## config.mk

```make
export PLATFORM = sky130hd
export DESIGN_NAME = pressure_sensor_compensation
export DESIGN_NICKNAME = d
export VERILOG_FILES = /design/src/psc_pkg.sv /design/src/pressure_sensor_compensation.sv /design/src/psc_mul.sv /design/src/psc_div.sv
export SDC_FILE = /design/constraint.sdc
export NUM_CORES = 2
export LEC_CHECK = 0
export BUFFER_PORTS_ARGS = -buffer_cell sky130_fd_sc_hd__buf_2
export CORE_AREA = 2 2 380 382
export DETAILED_ROUTE_END_ITERATION = 10
export DIE_AREA = 0 0 382 384
export PLACE_DENSITY = 0.72
export SYNTH_ARGS = -nofsm -noshare
export SYNTH_HDL_FRONTEND = slang
export SYNTH_HIERARCHICAL = 1
export SYNTH_SLANG_ARGS = --single-unit
```

## constraint.sdc

```tcl
create_clock -name clk -period 22.6 [get_ports clk]
set_input_delay 4.52 -clock clk [delete_from_list [all_inputs] [get_ports clk]]
set_output_delay 4.52 -clock clk [all_outputs]
set_load 0.05 [all_outputs]
```

## src/psc_pkg.sv

```systemverilog
package psc_pkg;

  // Configuration port
  localparam int CFG_W      = 16;
  localparam int CFG_ADDR_W = 3;

  localparam logic [CFG_ADDR_W-1:0] REG_SENS   = 3'd0;
  localparam logic [CFG_ADDR_W-1:0] REG_OFF    = 3'd1;
  localparam logic [CFG_ADDR_W-1:0] REG_TCS    = 3'd2;
  localparam logic [CFG_ADDR_W-1:0] REG_TCO    = 3'd3;
  localparam logic [CFG_ADDR_W-1:0] REG_TREF   = 3'd4;
  localparam logic [CFG_ADDR_W-1:0] REG_TSENS  = 3'd5;
  localparam logic [CFG_ADDR_W-1:0] REG_PTRIM  = 3'd6;
  localparam logic [CFG_ADDR_W-1:0] REG_TTRIM  = 3'd7;

  // Shared multiplier operand and product widths
  localparam int MUL_A_W = 26;
  localparam int MUL_B_W = 32;
  localparam int MUL_P_W = MUL_A_W + MUL_B_W;

  // Running average
  localparam int AVG_W = 32;
  localparam int CNT_W = 4;
  localparam int NUM_W = 37;
  localparam int DEN_W = CNT_W + 1;

  // Result fields
  localparam int T_W = 18;
  localparam int P_W = 21;

  // Divider status toward the sequencer
  typedef struct packed {
    logic busy;
    logic done;
  } div_stat_t;

endpackage

```

## src/pressure_sensor_compensation.sv

```systemverilog
// Channel  Dir  Handshake          Payload
// s        in   s_tvalid/s_tready  s_tdata: raw_pressure, raw_temperature; s_tuser: bus_ok
// m        out  m_tvalid/m_tready  m_tdata: temp_centideg, pressure_avg_decimbar
// cfg      in   cfg_we             cfg_addr register index, cfg_wdata value
//
// A sample is accepted only in idle; it runs through the sequencer steps and waits
// on the one-bit-per-cycle average divider before the output word is loaded, so
// the next sample cannot start before the current one has loaded its output word.
// A sample with bus_ok low is dropped and gives no word.
// Reset (rst, synchronous) clears state, configuration, m_tvalid, the average and its count.
// The result waits in the output register; a stalled output holds the block at
// its final step while the next sample may not start before it.
module pressure_sensor_compensation import psc_pkg::*; #(
  parameter int AVG_LIMIT     = 10,
  parameter int AVG_FRAC_BITS = 8
) (
  input  logic                  clk,
  input  logic                  rst,
  input  logic                  s_tvalid,
  output logic                  s_tready,
  input  logic [47:0]           s_tdata,   // [23:0] raw_pressure, [47:24] raw_temperature
  input  logic                  s_tuser,   // [0] bus_ok
  output logic                  m_tvalid,
  input  logic                  m_tready,
  output logic [39:0]           m_tdata,   // [17:0] temp_centideg, [38:18] pressure_avg_decimbar
  input  logic                  cfg_we,
  input  logic [CFG_ADDR_W-1:0] cfg_addr,
  input  logic [CFG_W-1:0]      cfg_wdata
);

  localparam logic signed [AVG_W:0] HALF = (AVG_W+1)'((1 << AVG_FRAC_BITS) >> 1);

  typedef enum logic [4:0] {
    ST_IDLE, ST_DT, ST_MT, ST_MOFF, ST_MSENS, ST_MDT2, ST_MDEV, ST_CORR,
    ST_MPH, ST_MPL, ST_ACC, ST_Y, ST_PX, ST_MN, ST_NUM, ST_DIV, ST_FIN
  } state_t;

  state_t state;

  // Configuration
  logic [15:0]        c_sens, c_off, c_tcs, c_tco, c_tref, c_tsens;
  logic signed [11:0] trim_p;
  logic signed [10:0] trim_t;

  // Working registers
  logic [23:0]               d1, d2;
  logic signed [24:0]        dt;
  logic signed [19:0]        t;
  logic signed [39:0]        off, sens;
  logic [48:0]               dt2;
  logic signed [63:0]        acc;
  logic signed [44:0]        y;
  logic signed [P_W-1:0]     p;
  logic signed [T_W-1:0]     tout;
  logic signed [AVG_W-1:0]   avg;
  logic [CNT_W-1:0]          cnt;

  // Shared units
  logic signed [MUL_A_W-1:0] mul_a;
  logic signed [MUL_B_W-1:0] mul_b;
  logic signed [MUL_P_W-1:0] prod;
  logic                      div_start;
  logic signed [NUM_W-1:0]   div_num;
  logic [DEN_W-1:0]          div_den;
  div_stat_t                 div_stat;
  logic signed [NUM_W-1:0]   div_quo;

  psc_mul u_mul (.clk(clk), .a(mul_a), .b(mul_b), .prod(prod));

  psc_div u_div (
    .clk(clk), .rst(rst), .start(div_start), .num(div_num), .den(div_den),
    .stat(div_stat), .quo(div_quo)
  );

  logic signed [18:0] dev;
  assign dev = 19'(t - 20'sd2000);

  // Multiplier operands per step
  always_comb begin
    mul_a = '0;
    mul_b = '0;
    case (state)
      ST_MT:    begin mul_a = {dt[24], dt}; mul_b = {16'b0, c_tsens}; end
      ST_MOFF:  begin mul_a = {dt[24], dt}; mul_b = {16'b0, c_tco}; end
      ST_MSENS: begin mul_a = {dt[24], dt}; mul_b = {16'b0, c_tcs}; end
      ST_MDT2:  begin mul_a = {dt[24], dt}; mul_b = {{7{dt[24]}}, dt}; end
      ST_MDEV:  begin mul_a = {{7{dev[18]}}, dev}; mul_b = {{13{dev[18]}}, dev}; end
      ST_MPH:   begin mul_a = {2'b0, d1}; mul_b = {{12{sens[39]}}, sens[39:20]}; end
      ST_MPL:   begin mul_a = {2'b0, d1}; mul_b = {12'b0, sens[19:0]}; end
      ST_MN:    begin mul_a = {{(MUL_A_W-CNT_W){1'b0}}, cnt}; mul_b = avg; end
      default:  begin mul_a = '0; mul_b = '0; end
    endcase
  end

  // Truncating divisions by powers of two
  logic signed [MUL_P_W-1:0] q23, q7, q8;
  logic signed [63:0]        q21;
  logic signed [44:0]        q13;
  always_comb begin
    q23 = (prod + (prod[MUL_P_W-1] ? MUL_P_W'(8388607) : MUL_P_W'(0))) >>> 23;
    q7  = (prod + (prod[MUL_P_W-1] ? MUL_P_W'(127) : MUL_P_W'(0))) >>> 7;
    q8  = (prod + (prod[MUL_P_W-1] ? MUL_P_W'(255) : MUL_P_W'(0))) >>> 8;
    q21 = (acc + (acc[63] ? 64'(2097151) : 64'(0))) >>> 21;
    q13 = (y + (y[44] ? 45'(8191) : 45'(0))) >>> 13;
  end

  // Second-order correction terms
  logic        cold;
  logic [51:0] dt2x3, dt2x7;
  logic [19:0] t2c;
  logic [35:0] dd;
  logic [37:0] ddx3, ddx5;
  logic [39:0] off2, sens2;
  always_comb begin
    cold  = t < 20'sd2000;
    dt2x3 = {2'b0, dt2, 1'b0} + {3'b0, dt2};
    dt2x7 = {1'b0, dt2, 2'b0} + {2'b0, dt2, 1'b0} + {3'b0, dt2};
    t2c   = cold ? 20'(dt2x3 >> 33) : 20'(dt2x7 >> 37);
    dd    = prod[35:0];
    ddx3  = {1'b0, dd, 1'b0} + {2'b0, dd};
    ddx5  = {dd, 2'b0} + {2'b0, dd};
    off2  = cold ? 40'(ddx3 >> 1) : 40'(dd >> 4);
    sens2 = cold ? 40'(ddx5 >> 3) : '0;
  end

  // Trim and saturation
  logic signed [33:0]  psum;
  logic signed [20:0]  tsum;
  logic signed [P_W-1:0] p_sat;
  logic signed [T_W-1:0] t_sat;
  logic signed [AVG_W:0] r_avg;
  logic signed [P_W-1:0] p_out;
  always_comb begin
    psum = q13[33:0] + {{22{trim_p[11]}}, trim_p};
    tsum = {t[19], t} + {{10{trim_t[10]}}, trim_t};
    if (psum < -34'sd1048576)      p_sat = -21'sd1048576;
    else if (psum > 34'sd1048575)  p_sat = 21'sd1048575;
    else                           p_sat = psum[P_W-1:0];
    if (tsum < -21'sd131072)       t_sat = -18'sd131072;
    else if (tsum > 21'sd131071)   t_sat = 18'sd131071;
    else                           t_sat = tsum[T_W-1:0];
    r_avg = ($signed({avg[AVG_W-1], avg}) + HALF) >>> AVG_FRAC_BITS;
    if (r_avg < -33'sd1048576)     p_out = -21'sd1048576;
    else if (r_avg > 33'sd1048575) p_out = 21'sd1048575;
    else                           p_out = r_avg[P_W-1:0];
  end

  // Average numerator and divisor
  always_comb begin
    div_start = state == ST_NUM;
    div_num   = prod[NUM_W-1:0] + ({{(NUM_W-P_W){p[P_W-1]}}, p} <<< AVG_FRAC_BITS);
    div_den   = {1'b0, cnt} + 1'b1;
  end

  assign s_tready = state == ST_IDLE;

  // Configuration writes
  always_ff @(posedge clk) begin
    if (rst) begin
      c_sens <= '0; c_off <= '0; c_tcs <= '0; c_tco <= '0;
      c_tref <= '0; c_tsens <= '0; trim_p <= '0; trim_t <= '0;
    end else if (cfg_we) begin
      case (cfg_addr)
        REG_SENS:  c_sens  <= cfg_wdata;
        REG_OFF:   c_off   <= cfg_wdata;
        REG_TCS:   c_tcs   <= cfg_wdata;
        REG_TCO:   c_tco   <= cfg_wdata;
        REG_TREF:  c_tref  <= cfg_wdata;
        REG_TSENS: c_tsens <= cfg_wdata;
        REG_PTRIM: trim_p  <= cfg_wdata[11:0];
        REG_TTRIM: trim_t  <= cfg_wdata[10:0];
        default:   ;
      endcase
    end
  end

  // Sequencer
  always_ff @(posedge clk) begin
    if (rst) begin
      state    <= ST_IDLE;
      m_tvalid <= 1'b0;
      avg      <= '0;
      cnt      <= '0;
    end else begin
      if (m_tvalid && m_tready && state != ST_FIN) m_tvalid <= 1'b0;
      case (state)
        ST_IDLE: begin
          if (s_tvalid && s_tuser) begin
            d1    <= s_tdata[23:0];
            d2    <= s_tdata[47:24];
            state <= ST_DT;
          end
        end
        ST_DT: begin
          dt    <= $signed({1'b0, d2}) - $signed({1'b0, c_tref, 8'b0});
          state <= ST_MT;
        end
        ST_MT:    state <= ST_MOFF;
        ST_MOFF: begin
          t     <= 20'(q23 + MUL_P_W'(2000));
          state <= ST_MSENS;
        end
        ST_MSENS: begin
          off   <= 40'($signed({26'b0, c_off, 16'b0}) + q7);
          state <= ST_MDT2;
        end
        ST_MDT2: begin
          sens  <= 40'($signed({27'b0, c_sens, 15'b0}) + q8);
          state <= ST_MDEV;
        end
        ST_MDEV: begin
          dt2   <= prod[48:0];
          state <= ST_CORR;
        end
        ST_CORR: begin
          t     <= t - $signed(t2c);
          off   <= off - $signed(off2);
          sens  <= sens - $signed(sens2);
          state <= ST_MPH;
        end
        ST_MPH:   state <= ST_MPL;
        ST_MPL: begin
          acc   <= {prod[43:0], 20'b0};
          state <= ST_ACC;
        end
        ST_ACC: begin
          acc   <= acc + {{(64-MUL_P_W){prod[MUL_P_W-1]}}, prod};
          state <= ST_Y;
        end
        ST_Y: begin
          y     <= q21[44:0] - {{5{off[39]}}, off};
          state <= ST_PX;
        end
        ST_PX: begin
          p     <= p_sat;
          tout  <= t_sat;
          state <= ST_MN;
        end
        ST_MN:    state <= ST_NUM;
        ST_NUM:   state <= ST_DIV;
        ST_DIV: begin
          if (div_stat.done) begin
            avg <= div_quo[AVG_W-1:0];
            if (cnt < CNT_W'(AVG_LIMIT)) cnt <= cnt + 1'b1;
            state <= ST_FIN;
          end
        end
        ST_FIN: begin
          // Load output once the register is free
          if (!m_tvalid || m_tready) begin
            m_tvalid <= 1'b1;
            m_tdata  <= {1'b0, p_out, tout};
            state    <= ST_IDLE;
          end
        end
        default:  state <= ST_IDLE;
      endcase
    end
  end

`ifndef ASSERT_OFF
  a_cnt_limit: assert property (@(posedge clk) disable iff (rst)
    cnt <= CNT_W'(AVG_LIMIT))
    else $error("average count above limit");

  a_div_done: assert property (@(posedge clk) disable iff (rst)
    div_stat.done |-> state == ST_DIV)
    else $error("divider finished outside its wait step");

  a_drop: assert property (@(posedge clk) disable iff (rst)
    (s_tvalid && s_tready && !s_tuser) |=> state == ST_IDLE)
    else $error("bus fault word started a computation");

  a_out_src: assert property (@(posedge clk) disable iff (rst)
    $rose(m_tvalid) |-> $past(state == ST_FIN))
    else $error("output word raised outside final step");
`endif

endmodule

```

## src/psc_mul.sv

```systemverilog
module psc_mul import psc_pkg::*; (
  input  logic                       clk,
  input  logic signed [MUL_A_W-1:0]  a,
  input  logic signed [MUL_B_W-1:0]  b,
  output logic signed [MUL_P_W-1:0]  prod
);

  // Register every product
  always_ff @(posedge clk) begin
    prod <= a * b;
  end

endmodule

```

## src/psc_div.sv

```systemverilog
module psc_div import psc_pkg::*; (
  input  logic                     clk,
  input  logic                     rst,
  input  logic                     start,
  input  logic signed [NUM_W-1:0]  num,
  input  logic        [DEN_W-1:0]  den,
  output div_stat_t                stat,
  output logic signed [NUM_W-1:0]  quo
);

  localparam int CW = $clog2(NUM_W);

  logic             neg;
  logic [NUM_W-1:0] mag;
  logic [DEN_W-1:0] rem;
  logic [CW-1:0]    cnt;
  logic [DEN_W:0]   rem_sh;
  logic             ge;
  logic [DEN_W:0]   rem_nx;

  // One restoring step per cycle on the magnitude
  always_comb begin
    rem_sh = {rem, mag[NUM_W-1]};
    ge     = rem_sh >= {1'b0, den};
    rem_nx = ge ? rem_sh - {1'b0, den} : rem_sh;
  end

  always_ff @(posedge clk) begin
    if (rst) begin
      stat <= '0;
    end else begin
      stat.done <= 1'b0;
      if (start) begin
        stat.busy <= 1'b1;
        neg       <= num[NUM_W-1];
        mag       <= num[NUM_W-1] ? NUM_W'(-num) : NUM_W'(num);
        rem       <= '0;
        cnt       <= '0;
      end else if (stat.busy) begin
        rem <= rem_nx[DEN_W-1:0];
        mag <= {mag[NUM_W-2:0], ge};
        cnt <= cnt + 1'b1;
        if (cnt == CW'(NUM_W - 1)) begin
          stat.busy <= 1'b0;
          stat.done <= 1'b1;
        end
      end
    end
  end

  // Quotient truncates toward zero
  assign quo = neg ? -$signed(mag) : $signed(mag);

endmodule
```

==> metrics.yaml <==
layout:
  drive_gt1_share_pct: 5.557
  num-nets-final: 11260
  fill_cells: 12280
  area_growth_pct: 6.510
  final_area_mm2: 0.09068
clocking:
  cts-root-buf: "clkbuf_16"
  htreeDepth: 3
  cts_resized: 0
  ctsLongestPathBuffers: 3
  clk_pin_slew_ns: 0.06
  cts_num_sinks: 678
  post_cts_buffers: 0
  hold_buffers: 0
  numCtsBuffers: 84
  cts_tree: "done"
  clk_latency_ns: 0.73
grt:
  track_usage_pct: 38.96
  overflow: 0
  grt_first_pass_wirelength_um: 432100
  grt_pass1_vias: 70810
  grt_max_degree: 86
  antenna_found_initial: 25
power:
  p_total_mw: 3.110
  pwr-share-comb_pct: 9.0
  p_clk_share_pct: 47.6
  power.internal_mw: 2.274
  p_leak_nw: 41.29
  peakVddDrop_mv: 0.06766
  seqPwrFrac_pct: 43.3
  powerDensity_mw_per_mm2: 34.30
  p_sw_share_pct: 26.89
  p_switching_mw: 0.8362
sta:
  worst_pin_slew_ns: 1.373
  clock.fmax_mhz: 91.93
  post-route-period-util_pct: 48.13
  tns_ns: 0
  hold_viol: 0
  fin_crit_ns: 10.88
  drv_slew: 0
  setup_violations: 0
  rsz0062_at_grt: "no"
  slew_headroom_pct: 8.320
  fin_skew_ns: 0.08199
  hold_ws_ns: 0.4206
floorplanning:
  initial_core_util_pct: 59.63
  coreArea_mm2: 0.1428
  placement_rows: 139
  die_width_um: 382
  dieHeight_um: 384
  ios: 115
  dieArea_mm2: 0.1467
route:
  via_per_inst: 6.311
  dr.pass1.iters: 7
  wl_per_cell_um: 24.85
  via_count: 72850
  drt_iter0_markers: 7961
  drcViolationCount: 0
  wirelength_um: 286800
  ant_nets: 0
critical_path:
  required_ns: 23.18
  crit_type: "register to register"
  cp-end-kind: "register"
  path_max_fanout: 40
  arrival_ns: 11.46
  critPathLaunchType: "register"
  rrSetupSlack_ns: 11.72
run:
  cap_violations: 0
placed_design:
  hpwl_um: 219400
  gp_congestion: 1.002
  io_buffers: 113
  dpl_cell_area_mm2: 0.08763
yosys:
  synth_cells: 9619
  syn-num-nets: 11330
  synth_area_mm2: 0.08514
  synth-warning-count: 6
  syn_area_per_cell_um2: 8.851
min_path:
  hold_class: "register to register"
run_status:
  status: "finished clean"
## critical path, cell delays in order, from the launching register on
cell and delay [ns]:
dfxtp_1 0.65, nand2_1 0.33, or2_2 0.53, nor2_1 0.16
buf_4 0.23, a21o_1 0.11, buf_4 0.43, clkinv_1 0.97
nor2_1 0.50, fa_1 0.49, fa_1 0.52, fa_1 0.51
fa_1 0.52, fa_1 0.51, fa_1 0.54, inv_1 0.05
fa_1 0.53, inv_1 0.04, ha_1 0.45, and4_1 0.40
nor4b_2 0.23, o21ai_1 0.21, a211oi_2 0.49, o211ai_2 0.25
a2111oi_2 0.45, o31a_1 0.21, o211ai_1 0.10, a211oi_2 0.22
## final timing paths
| path | start | to | depth (start not counted) |
|---|---|---|---|
| setup reg to reg | state[1] | u_mul/prod[55] | 27 |
| hold / removal | tout[15] | m_tdata[15] | 0 |
| hold reg to reg | tout[15] | m_tdata[15] | 0 |
| setup / recovery | state[1] | u_mul/prod[55] | 27 |
## layout by cell type, fill, tap and decap left out, types with 23 or more instances in the layout
cell,count
a221o_1,23
or3_1,45
fa_1,916
nor3_1,126
clkbuf_16,92
o211ai_1,43
xnor2_1,426
nor4_1,37
o21ai_1,26
and2_1,385
dfxtp_1,218
a21oi_1,730
o21bai_1,56
mux2i_1,27
and4_1,25
xor2_1,262
ha_1,719
a211o_1,26
or2_2,32
o21a_1,91
buf_2,112
nand2_1,1308
nand3_1,173
edfxtp_1,457
nand2b_1,79
nor2b_1,77
a21o_1,244
nor2_1,479
inv_1,1119
buf_4,127
o21ai_0,350
a222oi_1,27
a211oi_1,64
nand4_1,94
o31ai_1,52
a31oi_1,54
and3_1,65
## power by group through the flow
stage          Combinational, mW  Sequential (mW)  Clock [mW]
6_report                   0.281             1.35        1.48
5_1_grt                    0.299             1.35        1.54
4_1_cts                    0.271             1.35        1.50
3_5_place_dp               0.270             1.37           0
3_3_place_gp               0.265             1.37           0
2_1_floorplan              0.175             1.36           0
## per-stage QoR
step                setup slack (ns)  instances  util [%]
floorplan                      13.64       9619         -
global placement               12.32      11370     61.37
detailed placement             11.98      11370     61.37
CTS                            11.89      11530     63.49
global route                   11.25      11530     63.49
finish                         11.72      11540     63.51
## routing by layer
layer | track usage (%) | share of wire [%] | up-vias
met2 | 58.10 | 43 | 3737
met3 | 9.440 | 11 | 775
met4 | 19.01 | 5.7 | 21
met1 | 53.19 | 40 | 35880
li1 | - | - | 32440
met5 | 0.9422 | 0.12 | -
## final cells by class
| type | instances | area [um^2] | share of cell area [%] |
|---|---|---|---|
| Multi-Input combinational cell | 7432 | 61370 | 67.68 |
| Inverter | 1120 | 4204 | 4.636 |
| Tap cell | 1903 | 2381 | 2.626 |
| Clock inverter | 52 | 621.8 | 0.6857 |
| Clock buffer | 106 | 2395 | 2.641 |
| Timing Repair Buffer | 240 | 1525 | 1.682 |
| Antenna cell | 13 | 32.53 | 0.03587 |
| Sequential cell | 678 | 18150 | 20.02 |
## flip-flops by register name, summed over array words and instances, names as in the netlist, 11 cells and up
register	cells
u_div/mag	37
dt2	49
d2	24
off	40
dt	25
c_tref	16
c_tsens	16
acc	64
trim_t	11
c_sens	16
m_tdata	39
p	21
trim_p	12
u_mul/prod	58
t	20
c_tco	16
sens	40
c_off	16
c_tcs	16
avg	32
tout	18
d1	24
y	44
Note: power is estimated with default switching activity, not from simulation.
